===== config.mk =====
export PLATFORM = sky130hd
export DESIGN_NAME = lba_to_chs_request_builder
export DESIGN_NICKNAME = d
export VERILOG_FILES = /design/src/hdl/lcrb_pkg.sv /design/src/hdl/lcrb_div_cell.sv /design/src/hdl/lcrb_pack.sv /design/src/hdl/lba_to_chs_request_builder.sv
export SDC_FILE = /design/constraint.sdc
export NUM_CORES = 2
export LEC_CHECK = 0
export ABC_AREA = 1
export BUFFER_PORTS_ARGS = -buffer_cell sky130_fd_sc_hd__buf_2
export CORE_ASPECT_RATIO = 0.75
export CORE_MARGIN = 8
export CORE_UTILIZATION = 45
export CTS_BUF_LIST = sky130_fd_sc_hd__clkbuf_8
export CTS_CLUSTER_SIZE = 20
export DETAILED_ROUTE_END_ITERATION = 6
export HOLD_SLACK_MARGIN = 0.03
export PLACE_DENSITY = 0.64
export SKIP_CTS_REPAIR_TIMING = 1
export SYNTH_ARGS = -nofsm -noshare
export SYNTH_HDL_FRONTEND = slang
export SYNTH_SLANG_ARGS = --single-unit

===== constraint.sdc =====
create_clock -name clk -period 214.5 [get_ports clk]
set_input_delay 21.45 -clock clk [delete_from_list [all_inputs] [get_ports clk]]
set_output_delay 21.45 -clock clk [all_outputs]
set_load 0.03 [all_outputs]

===== src/hdl/lcrb_pkg.sv =====
`default_nettype none

package lcrb_pkg;

    // Width of the sector number that the divider chain works on. Every
    // address below the CHS limit fits in it.
    localparam int LbaW = 24;
    // Divisor and remainder width; the largest divisor is 256 heads.
    localparam int DivW = 9;
    // Division steps per divider and cells in the whole chain.
    localparam int StepsPerDiv = LbaW;
    localparam int NumCells = 2 * StepsPerDiv;

    // 1024 cylinders * 256 heads * 63 sectors.
    localparam logic [63:0] ChsLimit = 64'd16515072;

    localparam logic [7:0] ReadFunc = 8'h02;

    typedef enum logic [1:0] {
        ST_OK        = 2'd0,
        ST_CHS_LIMIT = 2'd1,
        ST_CYL_RANGE = 2'd2
    } status_t;

    typedef enum logic [2:0] {
        REG_SECTORS_PER_TRACK = 3'd0,
        REG_HEAD_COUNT        = 3'd1,
        REG_CYLINDER_COUNT    = 3'd2,
        REG_DRIVE_NUMBER      = 3'd3,
        REG_BUFFER_SEGMENT    = 3'd4
    } cfg_reg_t;

    // Fields that ride along the chain untouched by the division cells.
    typedef struct packed {
        logic       lim;
        logic [7:0] count;
        logic [5:0] sector;
    } side_t;

    // What one cell hands to its neighbor: partial remainder, the word that
    // shifts dividend bits out at the top and quotient bits in at the bottom.
    typedef struct packed {
        logic [DivW-1:0] rem;
        logic [LbaW-1:0] work;
        side_t           side;
    } cell_data_t;

    typedef struct packed {
        status_t     status;
        logic [9:0]  cylinder;
        logic [7:0]  head;
        logic [5:0]  sector_in_track;
        logic [15:0] ax_word;
        logic [15:0] cx_word;
        logic [15:0] dx_word;
        logic [15:0] es_word;
    } result_t;

endpackage

`default_nettype wire


===== src/hdl/lcrb_div_cell.sv =====
`default_nettype none

// One restoring division step: brings down the next dividend bit, subtracts
// the divisor when it fits and shifts the quotient bit in.
module lcrb_div_cell (
    input  wire logic                      clk,
    input  wire logic                      rst_n,
    input  wire logic                      en,
    input  wire logic                      valid_in,
    input  wire lcrb_pkg::cell_data_t      data_in,
    input  wire logic [lcrb_pkg::DivW-1:0] divisor,
    output logic                           valid_out,
    output lcrb_pkg::cell_data_t           data_out
);

    logic                 valid_reg;
    lcrb_pkg::cell_data_t data_reg;
    lcrb_pkg::cell_data_t data_next;
    logic [lcrb_pkg::DivW:0] trial;
    logic [lcrb_pkg::DivW:0] diff;
    logic                    fits;

    always_comb
    begin
        trial = {data_in.rem, data_in.work[lcrb_pkg::LbaW-1]};
        diff  = trial - {1'b0, divisor};
        fits  = (trial >= {1'b0, divisor});
        data_next      = data_in;
        data_next.rem  = fits ? diff[lcrb_pkg::DivW-1:0] : trial[lcrb_pkg::DivW-1:0];
        data_next.work = {data_in.work[lcrb_pkg::LbaW-2:0], fits};
    end

    always_ff @(posedge clk or negedge rst_n)
    begin
        if (!rst_n)
        begin
            valid_reg <= 1'b0;
        end
        else if (en)
        begin
            valid_reg <= valid_in;
        end
    end

    always_ff @(posedge clk)
    begin
        if (en)
        begin
            data_reg <= data_next;
        end
    end

    assign valid_out = valid_reg;
    assign data_out  = data_reg;

endmodule

`default_nettype wire


===== src/hdl/lcrb_pack.sv =====
`default_nettype none

// Status from the limit flag and a range check on the cylinder, and packing
// of the register image into the output register.
module lcrb_pack (
    input  wire logic                  clk,
    input  wire logic                  rst_n,
    input  wire logic                  en,
    input  wire logic                  valid_in,
    input  wire lcrb_pkg::cell_data_t  data_in,
    input  wire logic [10:0]           cyl_limit,
    input  wire logic [7:0]            drive,
    input  wire logic [15:0]           segment,
    output logic                       valid_out,
    output lcrb_pkg::result_t          result
);

    logic              valid_reg;
    lcrb_pkg::result_t result_reg;
    lcrb_pkg::result_t result_next;
    logic [9:0]        cyl;
    logic [7:0]        hd;
    logic [5:0]        sec;

    always_comb
    begin
        cyl = data_in.work[9:0];
        hd  = data_in.rem[7:0];
        sec = data_in.side.sector;
        result_next = '0;
        if (data_in.side.lim)
        begin
            result_next.status = lcrb_pkg::ST_CHS_LIMIT;
        end
        else if (data_in.work >= {{(lcrb_pkg::LbaW-11){1'b0}}, cyl_limit})
        begin
            result_next.status = lcrb_pkg::ST_CYL_RANGE;
        end
        else
        begin
            result_next.status          = lcrb_pkg::ST_OK;
            result_next.cylinder        = cyl;
            result_next.head            = hd;
            result_next.sector_in_track = sec;
            result_next.ax_word         = {lcrb_pkg::ReadFunc, data_in.side.count};
            result_next.cx_word         = {cyl[7:0], cyl[9:8], sec};
            result_next.dx_word         = {hd, drive};
            result_next.es_word         = segment;
        end
    end

    always_ff @(posedge clk or negedge rst_n)
    begin
        if (!rst_n)
        begin
            valid_reg <= 1'b0;
        end
        else if (en)
        begin
            valid_reg <= valid_in;
        end
    end

    always_ff @(posedge clk)
    begin
        if (en)
        begin
            result_reg <= result_next;
        end
    end

    assign valid_out = valid_reg;
    assign result    = result_reg;

endmodule

`default_nettype wire


===== src/hdl/lba_to_chs_request_builder.sv =====
`default_nettype none

// LBA to CHS request builder. Each request carries a logical sector number
// and a sector count; the block divides the sector number by the configured
// sectors per track and then by the head count, and returns cylinder, head,
// one-based sector and the INT13 read register image (AX, CX, DX, ES).
// Addresses at or beyond 1024*256*63 sectors get status 1, and a cylinder
// at or above the configured cylinder count gets status 2; an error result
// carries zeros in every other field. The work is done by a chain of 48
// division cells, 24 for each of the two divisions, one quotient bit per
// cell, followed by an output register. The first cell loads a request at
// the edge that accepts it, and a new request is taken every cycle while
// the output is not stalled. The whole chain stalls only while the output
// register holds a result that the consumer has not taken. A geometry of
// zero sectors per track or zero heads is taken as 63 and 255, head counts
// above 256 as 256 and cylinder counts above 1024 as 1024. Configuration
// writes are always accepted; they must only be made while no request is
// in flight.
module lba_to_chs_request_builder (
    input  wire logic        clk,
    input  wire logic        rst_n,
    input  wire logic        s_tvalid,
    output logic             s_tready,
    input  wire logic [71:0] s_tdata,   // logical_sector[63:0], sector_count[71:64]
    output logic             m_tvalid,
    input  wire logic        m_tready,
    output logic [95:0]      m_tdata,   // status[1:0], cylinder[11:2], head[19:12],
                                        // sector_in_track[25:20], ax_word[41:26],
                                        // cx_word[57:42], dx_word[73:58],
                                        // es_word[89:74], zero fill [95:90]
    input  wire logic        cfg_valid,
    output logic             cfg_ready,
    input  wire logic [2:0]  cfg_index,
    input  wire logic [15:0] cfg_data
);

    // Geometry and register image configuration.
    logic [5:0]  sectors_per_track_reg;
    logic [8:0]  head_count_reg;
    logic [10:0] cylinder_count_reg;
    logic [7:0]  drive_number_reg;
    logic [15:0] buffer_segment_reg;

    // Effective geometry after the zero and oversize substitutions.
    logic [5:0]  spt_eff;
    logic [8:0]  heads_eff;
    logic [10:0] cyls_eff;

    logic en;

    logic                 chain_valid [0:lcrb_pkg::NumCells];
    lcrb_pkg::cell_data_t chain_data  [0:lcrb_pkg::NumCells];
    lcrb_pkg::cell_data_t entry_data;
    lcrb_pkg::cell_data_t mid_data;

    lcrb_pkg::result_t result;

    assign cfg_ready = 1'b1;

    always_ff @(posedge clk or negedge rst_n)
    begin
        if (!rst_n)
        begin
            sectors_per_track_reg <= 6'd63;
            head_count_reg        <= 9'd255;
            cylinder_count_reg    <= 11'd1024;
            drive_number_reg      <= 8'd128;
            buffer_segment_reg    <= 16'd12288;
        end
        else if (cfg_valid)
        begin
            case (lcrb_pkg::cfg_reg_t'(cfg_index))
                lcrb_pkg::REG_SECTORS_PER_TRACK: sectors_per_track_reg <= cfg_data[5:0];
                lcrb_pkg::REG_HEAD_COUNT:        head_count_reg        <= cfg_data[8:0];
                lcrb_pkg::REG_CYLINDER_COUNT:    cylinder_count_reg    <= cfg_data[10:0];
                lcrb_pkg::REG_DRIVE_NUMBER:      drive_number_reg      <= cfg_data[7:0];
                lcrb_pkg::REG_BUFFER_SEGMENT:    buffer_segment_reg    <= cfg_data;
                default:                         ;
            endcase
        end
    end

    always_comb
    begin
        spt_eff = (sectors_per_track_reg == 6'd0) ? 6'd63 : sectors_per_track_reg;
        if (head_count_reg == 9'd0)
        begin
            heads_eff = 9'd255;
        end
        else if (head_count_reg > 9'd256)
        begin
            heads_eff = 9'd256;
        end
        else
        begin
            heads_eff = head_count_reg;
        end
        cyls_eff = (cylinder_count_reg > 11'd1024) ? 11'd1024 : cylinder_count_reg;
    end

    // The whole chain moves together unless a finished result is stuck in
    // the output register.
    assign en       = !m_tvalid || m_tready;
    assign s_tready = en;

    // Entry: the limit check is done once here; only the low bits of an
    // address that passes it matter to the dividers.
    always_comb
    begin
        entry_data             = '0;
        entry_data.work        = s_tdata[lcrb_pkg::LbaW-1:0];
        entry_data.side.lim    = (s_tdata[63:0] >= lcrb_pkg::ChsLimit);
        entry_data.side.count  = s_tdata[71:64];
    end

    assign chain_valid[0] = s_tvalid;
    assign chain_data[0]  = entry_data;

    // Between the two dividers the remainder becomes the one-based sector
    // and the track number becomes the next dividend.
    always_comb
    begin
        mid_data             = chain_data[lcrb_pkg::StepsPerDiv];
        mid_data.rem         = '0;
        mid_data.side.sector = chain_data[lcrb_pkg::StepsPerDiv].rem[5:0] + 6'd1;
    end

    for (genvar k = 0; k < lcrb_pkg::NumCells; k++)
    begin : g_cell
        lcrb_pkg::cell_data_t      cell_in;
        logic [lcrb_pkg::DivW-1:0] cell_div;

        if (k < lcrb_pkg::StepsPerDiv)
        begin : g_track
            assign cell_in  = chain_data[k];
            assign cell_div = {3'b000, spt_eff};
        end
        else if (k == lcrb_pkg::StepsPerDiv)
        begin : g_mid
            assign cell_in  = mid_data;
            assign cell_div = heads_eff;
        end
        else
        begin : g_head
            assign cell_in  = chain_data[k];
            assign cell_div = heads_eff;
        end

        lcrb_div_cell u_cell (
            .clk       (clk),
            .rst_n     (rst_n),
            .en        (en),
            .valid_in  (chain_valid[k]),
            .data_in   (cell_in),
            .divisor   (cell_div),
            .valid_out (chain_valid[k+1]),
            .data_out  (chain_data[k+1])
        );
    end

    lcrb_pack u_pack (
        .clk       (clk),
        .rst_n     (rst_n),
        .en        (en),
        .valid_in  (chain_valid[lcrb_pkg::NumCells]),
        .data_in   (chain_data[lcrb_pkg::NumCells]),
        .cyl_limit (cyls_eff),
        .drive     (drive_number_reg),
        .segment   (buffer_segment_reg),
        .valid_out (m_tvalid),
        .result    (result)
    );

    assign m_tdata = {6'b000000, result.es_word, result.dx_word, result.cx_word,
                      result.ax_word, result.sector_in_track, result.head,
                      result.cylinder, result.status};

    // A rejected request carries nothing but its status.
    assert property (@(posedge clk) disable iff (!rst_n)
        m_tvalid && (result.status != lcrb_pkg::ST_OK) |->
            (result.cylinder == 10'd0) && (result.head == 8'd0) &&
            (result.sector_in_track == 6'd0) && (result.ax_word == 16'd0) &&
            (result.cx_word == 16'd0) && (result.dx_word == 16'd0) &&
            (result.es_word == 16'd0))
        else $error("error result carries nonzero fields");

    // Sector numbers count from one.
    assert property (@(posedge clk) disable iff (!rst_n)
        m_tvalid && (result.status == lcrb_pkg::ST_OK) |-> (result.sector_in_track != 6'd0))
        else $error("sector zero on a good result");

    // The packed CX and DX words agree with the separate fields.
    assert property (@(posedge clk) disable iff (!rst_n)
        m_tvalid && (result.status == lcrb_pkg::ST_OK) |->
            (result.cx_word == {result.cylinder[7:0], result.cylinder[9:8],
                                result.sector_in_track}) &&
            (result.dx_word[15:8] == result.head))
        else $error("register image does not match CHS fields");

    // A good result never names a cylinder at or above the configured count.
    assert property (@(posedge clk) disable iff (!rst_n)
        m_tvalid && (result.status == lcrb_pkg::ST_OK) |->
            ({1'b0, result.cylinder} < cyls_eff))
        else $error("cylinder out of range reported as good");

    // When the output is stalled the chain must not advance.
    assert property (@(posedge clk) disable iff (!rst_n)
        m_tvalid && !m_tready |=> $stable(chain_valid[lcrb_pkg::NumCells]))
        else $error("chain moved while output stalled");

endmodule

`default_nettype wire

* After elaboration in Yosys (flattened, before gate mapping)
Index checks and enable logic that the tools add are counted.
Operators by class: add/subtract/negate cells 49, order comparisons 52, equal/unequal tests 4, multiplexer cells 54, reductions and logical operators 11
Operators with widths (number):
- 9-bit two-way mux | 46
- 10-bit by 6-bit greater-or-equal comparator with 1-bit output | 23
- 10-bit by 9-bit greater-or-equal comparator with 1-bit output | 23
- 9-bit by 6-bit subtractor with 9-bit output | 22
- 9-bit subtractor | 22
- 64-bit by 24-bit greater-or-equal comparator with 1-bit output (second input constant) | 1
- 58-bit two-way mux | 1
- 24-bit by 11-bit greater-or-equal comparator with 1-bit output | 1
- 6-bit two-way mux | 2
- 11-bit greater-than comparator (second input constant) | 1
- 11-bit two-way mux | 1
- 2-bit AND reduction | 5
- 1-bit by 9-bit greater-or-equal comparator with 1-bit output | 1
- 9-bit greater-than comparator (second input constant) | 1
- 9-bit zero test | 1
- 1-bit by 9-bit subtractor with 9-bit output | 1
- 8-bit two-way mux | 1
- 8-bit subtractor | 1
- 1-bit by 6-bit subtractor with 7-bit output | 1
- 6-bit by 1-bit adder with 6-bit output (second input constant) | 1
- 3-bit by 2-bit equality test with 1-bit output (second input constant) | 2
- 1-bit by 6-bit greater-or-equal comparator with 1-bit output | 1
- 6-bit zero test | 1
- 6-bit subtractor | 1
- 8 further kinds | 9
Storage, ports and cells: flip-flop bits (word level) 2343, bits of input ports 96, output and inout port bits 99, logic and storage cells 451

* Longest topological paths before layout
depth in word-level cells 5, depth in mapped cells 18, gate-level depth less buffers 17

* By module
Synthesis repeated with hierarchy kept, for this count alone.
Second synthesis, totals: cells, all modules 9189, area, all modules 109877.9 um^2
By module, submodules not included:
- lcrb_div_cell (g_cell[18].u_cell ...) | times used 29, cells an instance 181, area an instance 2193.4 um^2, seq. area each 1466.4 um^2
- lcrb_div_cell (g_cell[0].u_cell ...) | times used 19, cells an instance 176, area an instance 2139.6 um^2, seq. area each 1466.4 um^2
- lcrb_pack | times used 1, cells an instance 275, area an instance 3061.7 um^2, seq. area each 1796.7 um^2
- lba_to_chs_request_builder | times used 1, cells an instance 321, area an instance 2557.5 um^2, seq. area each 1273.7 um^2

* Least setup slack after synthesis
Ideal clock, no wire load.
path type input to output, start point input m_tready, end point output s_tready, arrival 81.292 ns, required time 193.050 ns, path slack 111.758 ns, cell stages on the path 3, path buffers 1, cell sequence inv_1 -> nand2_1 -> buf_1
Between the ends: cells in the longest elaborated chain, start to end 1
Ends and longest elaborated chain:
- from (decl) | RTL line lba_to_chs_request_builder.sv:26 | input wire logic m_tready,
- 1-bit logical OR | RTL line lba_to_chs_request_builder.sv:103 | assign en = !m_tvalid || m_tready;
- to (decl) | RTL line lba_to_chs_request_builder.sv:23 | output logic s_tready,
Every way passes these cells.

* Final worst setup path
Same ends and word-level chain as after synthesis.

==> impl_metrics.py <==
metrics = {
    "run_status": {
        "status": "complete, no violations",
    },
    "layout": {
        "num-fill-cells": 16690,
        "ff_latch_area_sq_um": 68950,
        "drive_gt1_share_pct": 12.62,
        "syn2layout_area_growth_pct": 11.70,
        "multi_input_area_sq_um": 19800,
        "nNetsFinal": 6987,
        "largest_reg_flops": 2154,
        "finalNonFillerCells": 9435,
    },
    "synthesis": {
        "synthArstFlopShare_pct": 4.282,
        "synth_area_leader_cell": "edfxtp_1",
        "yosysUniqueCellTypes": 49,
        "synthTopCellsByArea": "edfxtp_1, ha_1, nand2_1, a21oi_1, dfrtp_1",
        "ys_seq_area_share_pct": 75.87,
        "netlist_area_sq_um": 90890,
        "yosys-top-cells-count": "edfxtp_1, nand2_1, a21oi_1, inv_1, nor2_1",
        "synth_most_common_cell": "edfxtp_1",
        "avgSynthCellArea_sq_um": 15.15,
        "synthCells": 6000,
        "synth_edf_count": 2213,
        "synth_top_area_share_pct": 73.12,
        "yosys_warnings": 0,
        "synth-seq-cells": 2312,
        "synth-main-ff-cell": "edfxtp_1",
    },
    "clocking": {
        "clk_pin_slew_ps": 60,
        "cts.path.max_buffers": 4,
        "numCtsBuffers": 354,
        "clk_latency_ps": 930,
        "clkSinkCount": 2312,
        "cts_tree": "built",
        "cts_root_buf": "clkbuf_8",
        "htree_levels": 5,
    },
    "sta": {
        "skew_ps": 81.40,
        "drv_slew": 0,
        "worst_pin_slew_ps": 1255,
        "slew_headroom_pct": 16.31,
        "post-route-period-util_pct": 20.32,
        "fmax_ghz": 0.02294,
        "tns_ps": 0,
        "setup_violations": 0,
        "finalCriticalPeriod_ps": 43590,
        "holdWs_ps": 393.1,
        "finalHoldViolCount": 0,
        "rsz0062_at_grt": "false",
    },
    "worst_setup_path": {
        "cp-start-kind": "primary input",
        "reg2reg_slack_ps": 209670,
        "crit_path_end_kind": "output port",
        "worstPathArrival_ps": 22140,
        "required_ps": 193050,
        "crit_type": "in -> out",
        "crit_slowest_cell": "buf_2",
        "slowest_delay_ps": 270,
        "cp_max_fo": 4,
        "crit_path_cell_trace": "buf_2 -> inv_1 -> nand2_4 -> buf_2",
        "regToRegStartpoint": "u_pack.valid_out",
        "r2r_cells": 6,
        "cpMostUsedCell": "buf_2",
        "worst_r2r_endpoint": "g_cell[9].u_cell.data_out[31]",
    },
    "placed_design": {
        "gp_congestion": 0.8298,
        "place_inst": 8810,
        "portBuffers": 180,
        "dp_hpwl_mm": 90.12,
    },
    "power": {
        "p_seq_share_pct": 48.0,
        "clkPwrFrac_pct": 22.8,
        "p_int_w": 0.001019,
        "ir_worst_vdd_mv": 0.006976,
        "leakagePower_nw": 38.11,
        "power_density_nw_per_um2": 14.85,
        "combPwrFrac_pct": 29.2,
        "p_sw_w": 0.0004882,
        "p_sw_share_pct": 32.39,
    },
    "detailed_routing": {
        "wl_per_cell_um": 15.74,
        "drt-total-wl_mm": 148.5,
        "drtAntennaViolNets": 0,
        "vias_per_cell": 4.928,
        "dr.pass1.iters": 5,
        "drc": 0,
        "num_vias": 46500,
        "first_iter_violations": 3467,
    },
    "global_routing": {
        "grt_use_met3_pct": 2.965,
        "met1_usage_pct": 19.78,
        "met2_usage_pct": 19.98,
        "grt_max_degree": 196,
        "top_usage_layer": "met2",
        "overflow": 0,
        "antenna_found_initial": 4,
        "grt_pass1_vias": 45020,
        "grt_use_total_pct": 13.39,
        "grt_pass1_wl_mm": 237.7,
    },
    "floorplan": {
        "coreArea_sq_um": 201600,
        "dieArea_sq_um": 216800,
        "dieWidth_um": 534.9,
        "initial_utilization_pct": 45.07,
        "ioPinCount": 195,
        "die_y_um": 405.2,
        "placementRows": 143,
    },
    "flow_run": {
        "maxCapViolations": 0,
    },
    "min_path": {
        "hp-class": "reg -> reg",
        "holdPathEnd": "g_cell[40].u_cell.data_out[19]",
        "min-delay-start": "g_cell[39].u_cell.data_out[18]",
        "hold_depth": 0,
    },
}
[logic make-up after synthesis]
family | share of synthesized area (%)
DFF | 75.87
muxes | 0.5823
adders and majority gates | 5.983
AOI/OAI and AO/OA | 3.992
xor gates and xnor gates | 2.457
and+or+nand+nor | 8.654
buffers and inverters | 2.457
other | 0.008263
[how the worst max path moves through the flow]
stage / end / slack [ps] / from
CTS: s_tready / 170900 / m_tready
detailed placement: s_tready / 170900 / m_tready
floorplan: s_tready / 111760 / m_tready
finish: s_tready / 170910 / m_tready
global route: s_tready / 170870 / m_tready
global placement: s_tready / 170900 / m_tready
[stage by stage]
| step | total power (W) | utilization, % | cell area, sq um | setup slack, ps |
|---|---|---|---|---|
| after floorplan | 0.001153 | - | 90930 | 111760 |
| after global placement | 0.001157 | 47.06 | 94900 | 170900 |
| after detailed placement | 0.001169 | 47.06 | 94900 | 170900 |
| after CTS | 0.001522 | 50.34 | 101500 | 170900 |
| after global routing | 0.001613 | 50.35 | 101500 | 170870 |
| final | 0.001507 | 50.35 | 101500 | 170910 |
[power groups by stage]
stage | clock network (W) | logic, W | registers (W)
floorplan | 0 | 0.000347 | 0.000806
global placement | 0 | 0.000427 | 0.000730
detailed placement | 0 | 0.000436 | 0.000733
CTS | 0.000357 | 0.000440 | 0.000725
global route | 0.000376 | 0.000501 | 0.000736
finish | 0.000343 | 0.000441 | 0.000723
[critical path, delay by kind of cell]
| family | cells | cell delay, ps |
|---|---|---|
| AND/OR/NAND/NOR | 1 | 240 |
| buffers and inverters | 3 | 410 |
[cell type report]
type                       count  share of cell area (%)
clock inverter               256                   1.554
sequential                  2312                   67.92
tap                         2682                   3.306
antenna                        3                0.007395
clock buffer                 366                   4.962
multi-input combinational   3187                   19.51
timing repair buffer         218                   1.220
inverter                     411                   1.521
[metal layers]
| layer | up-vias | routed length [um] |
|---|---|---|
| li1 | 22810 | - |
| met1 | 22340 | 71920 |
| met2 | 1042 | 64940 |
| met3 | 305 | 8042 |
| met4 | 0 | 3594 |
| met5 | - | 0 |
[placed cells by master, fill, tap and decap left out, types with 81 or more instances in the layout]
master    Yosys  layout
a21oi_1     442     442
buf_2        27     179
clkbuf_8      0     366
clkinv_1      1      83
dfrtp_1      81      81
edfxtp_1   2213    2213
ha_1        361     361
inv_1       408     495
nand2_1     830     826
nand3_1     332     332
nor2_1      394     394
o21ai_0     106     104
xnor2_1     173     173
xor2_1       82      82
Note: power is estimated with default switching activity, not from simulation.
